### src/rtl/lcg48_pkg.sv
// ----------------------------------------------------------------------------
// lcg48_pkg
// shared constants, action codes and the command word of the arithmetic unit
// ----------------------------------------------------------------------------
package lcg48_pkg;

  localparam logic [34:0] LCG_MULT = 35'h5DEECE66D;
  localparam logic [47:0] LCG_INC  = 48'hB;

  // request actions
  localparam logic [2:0] ACT_INT  = 3'd0;
  localparam logic [2:0] ACT_BND  = 3'd1;
  localparam logic [2:0] ACT_LONG = 3'd2;
  localparam logic [2:0] ACT_BOOL = 3'd3;
  localparam logic [2:0] ACT_FLT  = 3'd4;
  localparam logic [2:0] ACT_DBL  = 3'd5;

  typedef enum logic [1:0] {
    ALU_NOP   = 2'd0,
    ALU_MUL   = 2'd1,
    ALU_DLOAD = 2'd2,
    ALU_DSTEP = 2'd3
  } alu_op_t;

  typedef struct packed {
    alu_op_t     op;
    logic [31:0] a;
    logic [34:0] b;
  } alu_cmd_t;

endpackage

### src/rtl/lcg48_alu.sv
// ----------------------------------------------------------------------------
// lcg48_alu
// shared arithmetic unit: registered 32x35 multiply and one restoring
// remainder step per cycle
// ----------------------------------------------------------------------------
module lcg48_alu import lcg48_pkg::*; (
  input  logic        clk,
  input  alu_cmd_t    cmd,
  output logic [66:0] prod,
  output logic [30:0] rem
);

  logic [30:0] dvd;
  logic [31:0] partial;
  logic [32:0] diff;
  logic [30:0] rem_step;

  // shift in the next dividend bit, subtract the divisor when it fits
  always_comb begin
    partial  = {rem, dvd[30]};
    diff     = {1'b0, partial} - {2'b00, cmd.b[30:0]};
    rem_step = diff[32] ? partial[30:0] : diff[30:0];
  end

  always_ff @(posedge clk) begin
    case (cmd.op)
      ALU_MUL: begin
        prod <= {35'b0, cmd.a} * {32'b0, cmd.b};
      end
      ALU_DLOAD: begin
        dvd <= cmd.a[30:0];
        rem <= '0;
      end
      ALU_DSTEP: begin
        dvd <= {dvd[29:0], 1'b0};
        rem <= rem_step;
      end
      default: begin
      end
    endcase
  end

endmodule

### src/rtl/lcg48_random_generator.sv
// ----------------------------------------------------------------------------
// lcg48_random_generator
// 48-bit linear congruential generator with int, bounded, long, boolean
// and fraction draws, built around one shared multiply / remainder unit
// ----------------------------------------------------------------------------
//
//  channel  | direction | handshake               | word
//  ---------+-----------+-------------------------+--------------------------
//  seed     | in        | seed_valid / seed_ready | seed_value (48 bits)
//  req      | in        | req_valid  / req_ready  | action (3), bound (31)
//  rsp      | out       | rsp_valid  / rsp_ready  | value (64)
//
//  each state advance runs in the shared 32x35 multiplier (three
//  16-bit partial products of the state, accumulated mod 2^48), then
//  S_EVAL picks the bits; long and double use two state advances, a
//  power-of-two bound adds a multiply-shift, and any other bound runs
//  the 31-step remainder in the shared unit per draw attempt and
//  repeats while a draw is rejected
//  the block takes one request at a time; req_ready is high only when idle,
//  and a finished word waits in the output register so the next request can
//  be taken while the previous word is still stalled on rsp_ready
//  rst is synchronous: the state reloads with the multiplier, as a zero seed
//
module lcg48_random_generator import lcg48_pkg::*; (
  input  logic        clk,
  input  logic        rst,
  input  logic        seed_valid,
  output logic        seed_ready,
  input  logic [47:0] seed_value,
  input  logic        req_valid,
  output logic        req_ready,
  input  logic [2:0]  action,
  input  logic [30:0] bound,
  output logic        rsp_valid,
  input  logic        rsp_ready,
  output logic [63:0] value
);

  typedef enum logic [6:0] {
    S_IDLE  = 7'b0000001,
    S_MUL   = 7'b0000010,
    S_EVAL  = 7'b0000100,
    S_PMUL  = 7'b0001000,
    S_DIV   = 7'b0010000,
    S_CHECK = 7'b0100000,
    S_OUT   = 7'b1000000
  } fsm_t;

  fsm_t        fsm;
  logic [47:0] lcg_state;   // generator state
  logic [47:0] acc;         // partial product accumulator
  logic [1:0]  mcnt;        // partial product index
  logic [4:0]  dcnt;        // remainder step count
  logic [2:0]  act_q;
  logic [30:0] bound_q;
  logic        is_pow2;
  logic        second;      // second draw of a long or double
  logic [31:0] hi_word;
  logic [30:0] draw_r;      // bounded draw under test
  logic [63:0] res;

  alu_cmd_t    cmd;
  logic [66:0] prod;
  logic [30:0] rem;

  logic [47:0] addend;
  logic [47:0] acc_sum;
  logic [15:0] chunk;
  logic [31:0] accept_t;
  logic        req_fire;

  lcg48_alu u_alu (
    .clk  (clk),
    .cmd  (cmd),
    .prod (prod),
    .rem  (rem)
  );

  assign req_ready  = (fsm == S_IDLE);
  assign seed_ready = (fsm == S_IDLE);
  assign req_fire   = req_valid && req_ready;

  // product of the previous cycle, placed at its 16-bit offset
  always_comb begin
    case (mcnt)
      2'd1:    addend = prod[47:0];
      2'd2:    addend = {prod[31:0], 16'b0};
      2'd3:    addend = {prod[15:0], 32'b0};
      default: addend = '0;
    endcase
    acc_sum = acc + addend;
  end

  always_comb begin
    case (mcnt)
      2'd0:    chunk = lcg_state[15:0];
      2'd1:    chunk = lcg_state[31:16];
      default: chunk = lcg_state[47:32];
    endcase
  end

  // java-style rejection: overflow of draw - rem + bound - 1 in 32 bits
  assign accept_t = {1'b0, draw_r} - {1'b0, rem} + {1'b0, bound_q} - 32'd1;

  // command for the shared unit
  always_comb begin
    cmd.op = ALU_NOP;
    cmd.a  = '0;
    cmd.b  = '0;
    case (fsm)
      S_MUL: begin
        if (mcnt != 2'd3) begin
          cmd.op = ALU_MUL;
          cmd.a  = {16'b0, chunk};
          cmd.b  = LCG_MULT;
        end
      end
      S_EVAL: begin
        if (act_q == ACT_BND) begin
          cmd.op = is_pow2 ? ALU_MUL : ALU_DLOAD;
          cmd.a  = {1'b0, lcg_state[47:17]};
          cmd.b  = {4'b0, bound_q};
        end
      end
      S_DIV: begin
        cmd.op = ALU_DSTEP;
        cmd.b  = {4'b0, bound_q};
      end
      default: begin
      end
    endcase
  end

  always_ff @(posedge clk) begin
    if (rst) begin
      fsm       <= S_IDLE;
      lcg_state <= {13'b0, LCG_MULT};
      rsp_valid <= 1'b0;
      mcnt      <= '0;
      dcnt      <= '0;
      second    <= 1'b0;
    end else begin
      // the output state handles its own hand-over of the word
      if (rsp_valid && rsp_ready && fsm != S_OUT) begin
        rsp_valid <= 1'b0;
      end
      case (fsm)
        S_IDLE: begin
          if (seed_valid) begin
            lcg_state <= seed_value ^ {13'b0, LCG_MULT};
          end
          if (req_fire) begin
            act_q   <= action;
            bound_q <= bound;
            is_pow2 <= ((bound & (bound - 31'd1)) == '0);
            second  <= 1'b0;
            mcnt    <= '0;
            acc     <= LCG_INC;
            // unused actions and a zero bound answer 0 without a draw
            if (action > ACT_DBL || (action == ACT_BND && bound == '0)) begin
              res <= '0;
              fsm <= S_OUT;
            end else begin
              fsm <= S_MUL;
            end
          end
        end
        S_MUL: begin
          mcnt <= mcnt + 2'd1;
          if (mcnt == 2'd3) begin
            lcg_state <= acc_sum;
            fsm       <= S_EVAL;
          end else begin
            acc <= acc_sum;
          end
        end
        S_EVAL: begin
          mcnt <= '0;
          acc  <= LCG_INC;
          case (act_q)
            ACT_INT: begin
              res <= {32'b0, lcg_state[47:16]};
              fsm <= S_OUT;
            end
            ACT_LONG: begin
              if (second) begin
                res <= {hi_word, lcg_state[47:16]};
                fsm <= S_OUT;
              end else begin
                hi_word <= lcg_state[47:16];
                second  <= 1'b1;
                fsm     <= S_MUL;
              end
            end
            ACT_BOOL: begin
              res <= {63'b0, lcg_state[47]};
              fsm <= S_OUT;
            end
            ACT_FLT: begin
              res <= {40'b0, lcg_state[47:24]};
              fsm <= S_OUT;
            end
            ACT_DBL: begin
              if (second) begin
                res <= {11'b0, hi_word[25:0], lcg_state[47:21]};
                fsm <= S_OUT;
              end else begin
                hi_word <= {6'b0, lcg_state[47:22]};
                second  <= 1'b1;
                fsm     <= S_MUL;
              end
            end
            default: begin
              // bounded draw
              draw_r <= lcg_state[47:17];
              dcnt   <= '0;
              fsm    <= is_pow2 ? S_PMUL : S_DIV;
            end
          endcase
        end
        S_PMUL: begin
          res <= {33'b0, prod[61:31]};
          fsm <= S_OUT;
        end
        S_DIV: begin
          dcnt <= dcnt + 5'd1;
          if (dcnt == 5'd30) begin
            fsm <= S_CHECK;
          end
        end
        S_CHECK: begin
          if (accept_t[31]) begin
            fsm <= S_MUL;   // rejected, draw again
          end else begin
            res <= {33'b0, rem};
            fsm <= S_OUT;
          end
        end
        S_OUT: begin
          if (!rsp_valid || rsp_ready) begin
            value     <= res;
            rsp_valid <= 1'b1;
            fsm       <= S_IDLE;
          end
        end
        default: begin
          fsm <= S_IDLE;
        end
      endcase
    end
  end

  // a taken request always leaves the idle state
  a_busy_after_req: assert property (@(posedge clk) disable iff (rst)
    req_fire |=> !req_ready)
    else $error("still idle after a request was taken");

  // a seed write reloads the state scrambled with the multiplier
  a_seed_load: assert property (@(posedge clk) disable iff (rst)
    (seed_valid && seed_ready && !req_valid) |=>
      lcg_state == ($past(seed_value) ^ {13'b0, LCG_MULT}))
    else $error("seed write did not reload the state");

  // the remainder path is only used for bounds that are not powers of two
  a_div_path: assert property (@(posedge clk) disable iff (rst)
    (fsm == S_DIV || fsm == S_CHECK) |-> (act_q == ACT_BND && !is_pow2))
    else $error("remainder path entered for the wrong request");

  // the multiply-shift path is only used for power-of-two bounds
  a_pow2_path: assert property (@(posedge clk) disable iff (rst)
    (fsm == S_PMUL) |-> (act_q == ACT_BND && is_pow2 && bound_q != '0))
    else $error("multiply-shift path entered for the wrong request");

endmodule
### config.mk
export PLATFORM = sky130hd
export DESIGN_NAME = lcg48_random_generator
export DESIGN_NICKNAME = d
export VERILOG_FILES = /design/src/rtl/lcg48_pkg.sv /design/src/rtl/lcg48_alu.sv /design/src/rtl/lcg48_random_generator.sv
export SDC_FILE = /design/constraint.sdc
export NUM_CORES = 2
export LEC_CHECK = 0
export BUFFER_PORTS_ARGS = -buffer_cell sky130_fd_sc_hd__buf_2
export CELL_PAD_IN_SITES_DETAIL_PLACEMENT = 1
export CELL_PAD_IN_SITES_GLOBAL_PLACEMENT = 2
export CORE_MARGIN = 4
export CORE_UTILIZATION = 45
export CTS_BUF_LIST = sky130_fd_sc_hd__clkbuf_8
export DETAILED_ROUTE_END_ITERATION = 6
export HOLD_SLACK_MARGIN = 0.03
export PLACE_DENSITY = 0.95
export SYNTH_ARGS = -nofsm -noshare
export SYNTH_HDL_FRONTEND = slang
export SYNTH_HIERARCHICAL = 1
export SYNTH_SLANG_ARGS = --single-unit
### constraint.sdc
create_clock -name clk -period 19.8 [get_ports clk]
set_clock_uncertainty 0.05 [all_clocks]
set_input_delay 1.98 -clock clk [delete_from_list [all_inputs] [get_ports clk]]
set_output_delay 1.98 -clock clk [all_outputs]
set_load 0.01 [all_outputs]
==> out/results.ini <==
[layout]
final-seq-area_um2=13200
layout-drive-gt1-share=0.0746
fillers=15300
fin_area_um2=64900
multi_input_area_um2=41800
layout_commonest_cell=inv_1
layout.nets=7850
areaGrowthSynthToFinish_pct=7.28
layout_common_cells=inv_1 (1137), nand2_1 (1029), fa_1 (1013)

[clocking]
clkLatencyLatePin_ps=720
clock-sinks=462
holdBufCountCts=0
cts_made_buffers=82
root_buffer=clkbuf_8
clk_pin_slew_ps=70
tritoncts=yes
clock_path_buffers=3
postCtsSetupRepairBufs=0
htree_levels=3
cts_resized=0

[timing]
hold_violations=0
fin_crit_ps=12200
worst_slew_pin_slew_ps=1090
period_share=0.616
whs_ps=367
slew_viol_final=0
clock.fmax_mhz=81.9
rsz0062_at_grt=false
setup_slack_ps=7600
setup_viol=0
tns_ps=0
relSlewSlack=0.270

[worst_setup_path]
critPathMaxStageDelay_ps=980
path_class=reg2reg
crit_arrival_ps=12600
r2r-start=fsm[6]
slowest_stage=nand2_1
reg2reg_to=u_alu/prod[60]
critical_path.top_delay_family=adder cells
worst-path-buf-inv=8
critPathMostFrequentCell=fa_1
rr_worst_depth=34
critPathMaxFanout=33
worstPathRequired_ps=20190
crit_path_end_kind=register
start_kind=register
r2r_slack_ps=7600

[logic_synthesis]
avgSynthCellArea_um2=9.40
synth_warnings=6
syn_inst=6438
netlist_area_um2=60500

[floorplan]
core_um2=133000
start_util=0.454
io_pins=154
die_area_um2=140000
die_h_um=375
rows=134
fp.dieW_um=375

[global_route]
grt_max_degree=70
grt_overflow=0
grt_usage=0.314
grt_first_pass_wirelength_mm=333
antenna_found_initial=24
grt_pass1_vias=53300

[place]
dp_hpwl_mm=162
post_dp_cell_area_um2=63100
dpl_worst_slack_ps=7870
numPortBuffers=153
place_congestion=0.967

[route]
wl_per_cell_um=26.8
dr.first_iter.drc_count=4540
dr.pass1.iters=7
viasPerCell=5.87
drcViolationCount=8
vias=48400
wl_mm=221
detail-route-antenna-nets=0

[worst_hold_path]
hold_end=value[30]
whs_path_depth=0
min_path_type=reg2reg
holdCritStartpoint=res[30]

[power]
fin_total_pwr_mw=3.36
p_per_area_nw_per_um2=51.8
max-vdd-ir-drop_mv=0.0466
cellLeakagePower_nw=31.1

[run_status]
violations=design-rule violations
outcome=finished with violations

[flow_run]
maxCapViolations=0

through the flow:
stage | cells | utilization
6_report | 8238 | 0.487
5_1_grt | 8233 | 0.486
4_1_cts | 8230 | 0.486
3_5_place_dp | 8082 | 0.473
3_3_place_gp | 8082 | 0.473
2_1_floorplan | 6449 | -
routing by layer:
layer / track usage / wire length, um / vias up
li1: - / - / 20200
met1: 0.406 / 85100 / 25100
met2: 0.504 / 102000 / 2506
met3: 0.0657 / 21300 / 636
met4: 0.151 / 12400 / 2
met5: 0 / 13 / -
worst max path at each step:
stage           start  slack, ps  cells past startpoint        endpoint
5_1_grt        fsm[6]       7210                     34  u_alu/prod[60]
2_1_floorplan  fsm[6]      10500                     34  u_alu/prod[60]
3_5_place_dp   fsm[6]       7870                     34  u_alu/prod[60]
3_3_place_gp   fsm[6]       8280                     34  u_alu/prod[60]
4_1_cts        fsm[6]       7810                     34  u_alu/prod[60]
6_report       fsm[6]       7600                     34  u_alu/prod[60]
flip-flops by register name, indices dropped and copies added, names as in the netlist:
name,flops
mcnt,2
bound_q,31
act_q,3
acc,48
u_alu/dvd,31
rsp_valid,1
dcnt,5
u_alu/prod,62
draw_r,31
fsm,7
value,64
second,1
u_alu/rem,31
res,64
hi_word,32
is_pow2,1
lcg_state,48
cell type report:
class / count / share of cell area
Tap cell: 1768 / 0.0341
Clock inverter: 61 / 0.00902
Clock buffer: 87 / 0.0184
Antenna cell: 8 / 0.000308
Inverter: 1125 / 0.0650
Timing Repair Buffer: 270 / 0.0253
Multi-Input combinational cell: 4457 / 0.644
Sequential cell: 462 / 0.204
where the power goes:
part	switching, mW	internal, mW	total (mW)
logic	0.682	0.282	0.965
clock network	0.451	0.556	1.01
registers	0.159	1.23	1.39
total	1.29	2.07	3.36
(Power assumes the default switching activity.)
